$ cat src/hdl/dq_pkg.sv
// Shared types and constants for the double-ended queue.
// Used by dq_cell, double_ended_queue and dq_chk; depends on nothing.
package dq_pkg;

  localparam int CAPACITY = 64;
  localparam int DATA_W   = 32;
  localparam int OCC_W    = $clog2(CAPACITY + 1);
  localparam int IDX_W    = $clog2(CAPACITY);

  // Operation codes carried on in_op
  localparam logic [2:0] OP_PUSH_FRONT = 3'd0;
  localparam logic [2:0] OP_PUSH_BACK  = 3'd1;
  localparam logic [2:0] OP_POP_FRONT  = 3'd2;
  localparam logic [2:0] OP_POP_BACK   = 3'd3;
  localparam logic [2:0] OP_DUMP       = 3'd4;

  // Status codes carried on out_status
  localparam logic [1:0] ST_OK    = 2'd0;
  localparam logic [1:0] ST_EMPTY = 2'd1;
  localparam logic [1:0] ST_FULL  = 2'd2;

  // Command broadcast to every cell of the row
  typedef enum logic [2:0] {
    CELL_HOLD,
    CELL_PUSH_FRONT,
    CELL_PUSH_BACK,
    CELL_POP_FRONT,
    CELL_POP_BACK,
    CELL_ROTATE
  } cell_op_t;

  typedef struct packed {
    cell_op_t            op;
    logic [DATA_W-1:0]   value;  // data for a push at the back
    logic [DATA_W-1:0]   head;   // front entry, recirculated on rotate
  } cell_cmd_t;

endpackage

$ cat src/hdl/dq_cell.sv
// One storage cell of the queue row: a valid bit and one entry.
// Depends on dq_pkg. Cell 0 is the front; valid bits form a thermometer.
module dq_cell (
  input  logic                      clk,
  input  logic                      rst_n,
  input  dq_pkg::cell_cmd_t         cmd,
  input  logic                      prev_v,
  input  logic [dq_pkg::DATA_W-1:0] prev_d,
  input  logic                      next_v,
  input  logic [dq_pkg::DATA_W-1:0] next_d,
  output logic                      v_o,
  output logic [dq_pkg::DATA_W-1:0] d_o
);
  import dq_pkg::*;

  logic              v_r, v_nxt;
  logic [DATA_W-1:0] d_r, d_nxt;
  logic              tail;

  // this cell holds the back entry
  assign tail = v_r && !next_v;

  // next state from the broadcast command and the neighbors
  always_comb begin
    v_nxt = v_r;
    d_nxt = d_r;
    case (cmd.op)
      CELL_PUSH_FRONT: begin
        v_nxt = prev_v;
        d_nxt = prev_d;
      end
      CELL_PUSH_BACK: begin
        if (prev_v && !v_r) begin
          v_nxt = 1'b1;
          d_nxt = cmd.value;
        end
      end
      CELL_POP_FRONT: begin
        v_nxt = next_v;
        d_nxt = next_d;
      end
      CELL_POP_BACK: begin
        v_nxt = v_r && next_v;
      end
      CELL_ROTATE: begin
        d_nxt = tail ? cmd.head : next_d;
      end
      default: begin
        v_nxt = v_r;
        d_nxt = d_r;
      end
    endcase
  end

  always_ff @(posedge clk) begin
    if (!rst_n) begin
      v_r <= 1'b0;
    end else begin
      v_r <= v_nxt;
    end
  end

  always_ff @(posedge clk) begin
    d_r <= d_nxt;
  end

  assign v_o = v_r;
  assign d_o = d_r;

endmodule

$ cat config.mk
export PLATFORM = sky130hd
export DESIGN_NAME = dq_cell
export DESIGN_NICKNAME = d
export VERILOG_FILES = /design/src/hdl/dq_pkg.sv /design/src/hdl/dq_cell.sv
export SDC_FILE = /design/constraint.sdc
export NUM_CORES = 1
export LEC_CHECK = 0
export ABC_AREA = 1
export BUFFER_PORTS_ARGS = -buffer_cell sky130_fd_sc_hd__buf_2
export CAP_MARGIN = 0
export CORE_UTILIZATION = 44
export CTS_CLUSTER_DIAMETER = 120
export CTS_CLUSTER_SIZE = 30
export DETAILED_ROUTE_END_ITERATION = 8
export GPL_ROUTABILITY_DRIVEN = 1
export GPL_TIMING_DRIVEN = 0
export HOLD_SLACK_MARGIN = 0.15
export PLACE_DENSITY_LB_ADDON = 0.15
export RECOVER_POWER = 100
export SETUP_SLACK_MARGIN = 0.02
export SLEW_MARGIN = 20
export SYNTH_ARGS = -nofsm -noshare
export SYNTH_HDL_FRONTEND = slang
export SYNTH_SLANG_ARGS = --single-unit
$ cat constraint.sdc
create_clock -name clk -period 7.72 [get_ports clk]
set_input_delay 1.544 -clock clk [delete_from_list [all_inputs] [get_ports clk]]
set_output_delay 1.544 -clock clk [all_outputs]
set_load 0.005 [all_outputs]
== Word-level counts from Yosys, hierarchy flattened ==
Cells that the tools add are included.
W data, S select, Z words.

* Register bits after elaboration: 33
* Latch bits: 0
* Bits in writable memories: 0
* Memory bits (read-only): 0
* Output and inout port bits: 33
* Word-level logic and storage cells: 22
* Memories: 0

* Add/subtract/negate cells: 0
* $mul: 0
* Divide/modulo/power cells: 0
* $lt $le $gt $ge: 0
* Equal/unequal tests: 6
* Shift operators: 0
* Multiplexer cells: 5
* Bitwise operators: 0
* Reductions and logical operators: 9

{| class="wikitable"
|+ Operators with widths
! kind !! count
|-
| $pmux W32 S4 || 1
|-
| $mux W32 || 2
|-
| $reduce_bool A4 Y1 || 2
|-
| $eq A3 B2 Y1 const B || 2
|-
| $eq A3 B3 Y1 const B || 2
|-
| $pmux W1 S4 || 1
|-
| $reduce_and A2 Y1 || 2
|-
| $eq A3 B1 Y1 const B || 1
|-
| $logic_and A1 B1 Y1 || 3
|-
| $logic_not A1 Y1 || 2
|-
| $ne A2 B2 Y1 const B || 1
|-
| $mux W1 || 1
|}

== Logic depth before layout (Yosys ltp) ==
Gate-level depths: netlist of run 1.

* Depth after elaboration: 4
* Depth in mapped cells: 8
* Mapped depth without buffers: 8

== Worst setup path before layout of run 1 ==
No wires, ideal clock.

* Path kind: input -> register
* From: input cmd[66] in the netlist's numbering
* To: register d_r[0] (netlist: d_o[0]) (enable)
* Data arrival time: 3577 ps
* Setup slack: 3707 ps
* Cell stages on the path: 5
* Path buffers: 1
* Path through: inv_2 > nand2_1 > nor2_4 > buf_2 > a22oi_1

* Cells in the longest elaborated chain, start to end: 3
* Elaborated cells between the ends (all ways): 7

{| class="wikitable"
|+ Ends and longest elaborated chain
! what !! line !! text
|-
| start: declaration || dq_cell.sv:6 || <nowiki>input dq_pkg::cell_cmd_t cmd,</nowiki>
|-
| $eq A3 B2 Y1, or another cell as far along || dq_cell.sv:27 || <nowiki>case (cmd.op)</nowiki>
|-
| $reduce_bool A4 Y1 (no source line) or $ne A2 B2 Y1 (tied branches) || -- ||
|-
| $reduce_and A2 Y1 (no source line) (*) || -- ||
|-
| end signal: assignment || dq_cell.sv:64 || <nowiki>d_r <= d_nxt;</nowiki>
|-
| end: declaration || dq_cell.sv:17 || <nowiki>logic [DATA_W-1:0] d_r, d_nxt;</nowiki>
|}

Every way passes the cells marked *; elsewhere a longest branch is shown, timed or not.
A chain may end at the register's enable or synchronous reset.

== Worst setup path after layout of run 1 ==
* From: input cmd[66] in the netlist's numbering
* To: register d_r[26] (netlist: d_o[26]) (enable)

Same word-level chain as after synthesis.

==> flow_metrics.tcl, run 1 <==
set metrics [dict create \
    worst-path-buf-inv 4 \
    startpoint_type "input port" \
    hp-class "reg -> reg" \
    antenna_found_initial 0 \
    slowest_delay_ns 0.66 \
    htree_levels 2 \
    max-slew-margin-rel_pct 47.67 \
    synthFlopType "edfxtp_1" \
    ios 168 \
    start_util_pct 47.00 \
    die_x_um 74.20 \
    cts.hold.buffers_added 0 \
    grt_max_degree 15 \
    cts.clk_slew.worst_paths_ns 0.07 \
    ys_ff_latch 33 \
    syn_to_final_growth_pct 41.95 \
    layout-drive-gt1-share_pct 34.16 \
    ys_warn_count 0 \
    dp_hpwl_mm 5.765 \
    cts.sinks 33 \
    grt_pass1_vias 2696 \
    gp_congestion 0.7844 \
    period_needed_ns 3.759 \
    port_buffers 167 \
    dieArea_um2 5505 \
    cpMaxStageDelayCell "clkbuf_1" \
    numCtsBuffers 5 \
    yosysTopAreaCellShare_pct 41.90 \
    arrival_ns 3.67 \
    status "finished clean" \
    diodes 0 \
    placed_cell_area_um2 3241 \
    detail_route.vias_per_cell 4.991 \
    wl_mm 7.423 \
    syn_area_per_cell_um2 7.495 \
    drc_errors 0 \
    cts_resized 0 \
    finalSetupTns_ns 0 \
    synth.largest_area_cell "edfxtp_1" \
    setup_ws_ns 3.961 \
    synth_area_leaders "edfxtp_1, nand2_1, o211ai_1" \
    cp-end-kind "register" \
    maxSlewViolCount 0 \
    nets 617 \
    ir_worst_vdd_mv 0.08488 \
    required_ns 7.63 \
    grt_use_total_pct 27.06 \
    dpl_worst_slack_ns 4.558 \
    syn-num-nets 441 \
    synth_area_um2 2293 \
    maxCapViolations 0 \
    ys_types 19 \
    drt_iter0_markers 105 \
    min_period_over_period_pct 48.69 \
    cts_root_buf "clkbuf_8" \
    core_um2 4880 \
    crit_top_cell "clkbuf_1" \
    gr-total-overflow 0 \
    rsz0062_at_grt "false" \
    postRouteAntennaNets 0 \
    synth-edff-count 32 \
    critPathTopFamily "buffers and inverters" \
    die_y_um 74.20 \
    dp.cells 542 \
    crit_path_cell_trace "clkbuf_1 > inv_1 > nand2_1 > nor2_1 > clkbuf_1 > a22oi_1 > clkbuf_1" \
    fin_worst_skew_ns 0.004921 \
    crit_type "in -> reg" \
    wl_per_cell_um 13.50 \
    hold_ws_ns 0.5744 \
    cts_buffer_depth 2 \
    netlist_instances 306 \
    synth_commonest_cells "nand2_1, inv_1, edfxtp_1, nand4_1, o211ai_1" \
    leakage_nw 1.656 \
    final_util_pct 66.72 \
    final_cell_area_um2 3256 \
    post-cts-setup-buffer-count 0 \
    cp_max_fo 14 \
    async_flop_share_pct 0 \
    firstDrtPassIters 4 \
    cts_tree "yes" \
    power_density_nw_per_um2 143.5 \
    worstMarginPinSlew_ns 0.7850 \
    vias 2745 \
    power.total_mw 0.4671 \
    rows 25 \
    final-hold-violation-count 0 \
    finalNonFillerCells 550 \
    synthMostInstantiatedCell "nand2_1" \
    yosysSeqAreaShare_pct 42.77 \
    max_freq_mhz 266.1 \
    grt_pass1_wl_mm 11.42 \
    clk_latency_ns 0.28 \
    report.final.setup_viol 0 \
]
## power breakdown
| part | leakage, nW | switching, mW | internal, mW |
|---|---|---|---|
| Combinational | 1.29 | 0.0651 | 0.0530 |
| Sequential | 0.320 | 0.00402 | 0.218 |
| Clock | 0.0430 | 0.0662 | 0.0608 |
## state kept, by name, summed over array words and instances (netlist names)
register  count
d_o          32
v_o           1
## kinds of logic (layout without fill, tap and decap cells)
kind of cell / after synthesis / count (layout) / synth area share [%]
flops: 33 / 33 / 42.77
compound gates: 36 / 36 / 11.46
simple gates: 180 / 180 / 34.15
buf+inv: 57 / 234 / 11.62
## worst reg2reg max path, stage by stage, from the launching register on
cell and delay, ns:
dfxtp_1 0.33, inv_1 0.07, nand2_1 0.07, a22oi_1 0.58
clkbuf_1 0.66
## cell usage in the layout, fill, tap and decap left out, types with 3 or more instances in the layout
cell	Yosys	final
buf_2	6	145
buf_4	6	5
buf_6	3	3
clkbuf_1	3	34
clkbuf_8	0	5
edfxtp_1	32	32
inv_1	36	37
nand2_1	136	136
nand2_2	3	3
nand3_1	4	4
nand4_1	32	32
nor2_1	3	4
o211ai_1	32	32
## worst paths after layout
path	from	to	slack, ns	depth (start not counted)
setup / recovery	cmd[66]	d_o[26]$_DFFE_PP_	3.96	7
hold reg to reg	v_o$_SDFFE_PN0P_	v_o$_SDFFE_PN0P_	0.57	4
setup reg to reg	v_o$_SDFFE_PN0P_	d_o[26]$_DFFE_PP_	5.63	4
hold / removal	v_o$_SDFFE_PN0P_	v_o$_SDFFE_PN0P_	0.57	4
## per-layer routing
metal | track usage, % | vias up | share of wire, %
li1 | - | 1387 | -
met3 | 6.098 | 8 | 8.5
met1 | 30.08 | 1224 | 38
met4 | 8.761 | 0 | 1.2
met5 | 0 | - | 0
met2 | 50.71 | 126 | 52
## layout make-up
type | instances | area [µm²]
tap | 67 | 83.83
clock inverter | 3 | 12.51
multi-input combinational | 216 | 1039
clock buffer | 5 | 68.82
inverter | 39 | 146.4
fill | 477 | 1624
timing repair buffer | 169 | 812.0
sequential | 33 | 980.9
buffer | 18 | 112.6
Power figures use the tool's default switching activity.
==> run 2: changes to the inputs <==
- CORE_UTILIZATION: 44 -> 37
- clock period: 7.72 -> 3.23 ns (I/O delays scaled with it)
==> flow_metrics.tcl, run 2 (synthesized netlist as in run 1, its figures left out) <==
set metrics [dict create \
    final_common_cell "buf_2" \
    cts.sinks 33 \
    setup_ws_ns 0.8292 \
    drt_iter0_markers 104 \
    clk_latency_ns 0.28 \
    cts.hold.buffers_added 0 \
    syn_to_final_growth_pct 43.15 \
    port_buffers 167 \
    dieArea_um2 6517 \
    nets 617 \
    n_fill_cell 611 \
    required_ns 3.27 \
    cp-end-kind "register" \
    die_y_um 80.73 \
    min_period_over_period_pct 74.33 \
    final-hold-violation-count 0 \
    cts_buffer_depth 2 \
    fin_worst_skew_ns 0.002592 \
    arrival_ns 2.44 \
    regArea_um2 980.9 \
    worstMarginPinSlew_ns 0.6290 \
    gp_congestion 0.8117 \
    gr-total-overflow 0 \
    antenna_found_initial 0 \
    cts_tree "yes" \
    firstDrtPassIters 4 \
    cts_root_buf "clkbuf_8" \
    ios 168 \
    grt_max_degree 14 \
    crit_type "in -> reg" \
    final_cell_mix "buf_2, nand2_1, inv_1, clkbuf_1" \
    max_freq_mhz 416.5 \
    grt_use_total_pct 23.84 \
    die_x_um 80.73 \
    wl_met2_mm 3.808 \
    report.final.setup_viol 0 \
    max-slew-margin-rel_pct 58.07 \
    wl_per_cell_um 13.89 \
    wl_met1_mm 3.178 \
    layout-drive-gt1-share_pct 34.85 \
    maxCapViolations 0 \
    wl_met3_um 615 \
    core_um2 5956 \
    dp_hpwl_mm 5.927 \
    placed_cell_area_um2 3251 \
    wl_mm 7.739 \
    cp_max_fo 13 \
    dpl_worst_slack_ns 0.9165 \
    power_density_nw_per_um2 340.3 \
    ir_worst_vdd_mv 0.1686 \
    grt_pass1_wl_mm 11.74 \
    cts_resized 0 \
    start_util_pct 38.51 \
    hold_ws_ns 0.5771 \
    startpoint_type "input port" \
    period_needed_ns 2.401 \
    numCtsBuffers 5 \
    rows 28 \
    largest_reg_flops 32 \
    diodes 0 \
    htree_levels 2 \
    leakage_nw 1.662 \
    status "finished clean" \
    maxSlewViolCount 0 \
    hp-class "reg -> reg" \
    final_cell_area_um2 3283 \
    rsz0062_at_grt "false" \
    detail_route.vias_per_cell 4.864 \
    drc_errors 0 \
    post-cts-setup-buffer-count 0 \
    multi_input_area_um2 1044 \
    vias 2709 \
    top_layer "met4" \
    postRouteAntennaNets 0 \
    cts.clk_slew.worst_paths_ns 0.07 \
    grt_pass1_vias 2598 \
]
run 2: layout make-up:
| class | instances | area share, % |
|---|---|---|
| inverters | 39 | 4.459 |
| flip-flops and latches | 33 | 29.88 |
| well taps | 75 | 2.858 |
| repair buffers | 169 | 25.15 |
| clock inverters | 1 | 0.1143 |
| plain buffers | 18 | 3.544 |
| multi-input cells | 216 | 31.78 |
| clock buffers | 6 | 2.210 |
run 2: power breakdown:
part	internal, mW	total [mW]	switching [mW]
combinational	0.130	0.289	0.159
clock	0.145	0.297	0.152
sequential	0.521	0.531	0.0102
run 2: per-stage QoR:
stage / TNS (ns) / std cells / power (mW) / utilization (%)
floorplan: 0 / 306 / 0.6731 / -
global placement: -31.36 / 548 / 0.8275 / 54.12
detailed placement: 0 / 550 / 0.8382 / 54.58
CTS: 0 / 557 / 1.133 / 55.86
global route: 0 / 557 / 1.179 / 55.13
finish: 0 / 557 / 1.117 / 55.13
run 2: worst max-delay path, cell delays in order:
cell and delay (ns):
clkbuf_1 0.11, inv_2 0.11, nand2_1 0.11, nor2_1 0.36
clkbuf_1 0.54, a22oi_2 0.29, buf_6 0.25
run 2: final timing paths:
path / startpoint / to / slack (ns) / depth (start not counted)
worst max-delay path: cmd[66] / d_o[0]$_DFFE_PP_ / 0.83 / 7
worst min-delay path: v_o$_SDFFE_PN0P_ / v_o$_SDFFE_PN0P_ / 0.58 / 4
worst max register to register: v_o$_SDFFE_PN0P_ / d_o[16]$_DFFE_PP_ / 1.62 / 5
worst min register to register: v_o$_SDFFE_PN0P_ / v_o$_SDFFE_PN0P_ / 0.58 / 4
run 2: layer usage:
metal  vias to the layer above  global-route usage [%]
met5                         -                       0
met4                         0                   8.571
met3                        11                   5.169
met2                       124                   43.39
met1                      1190                   27.34
li1                       1384                       -
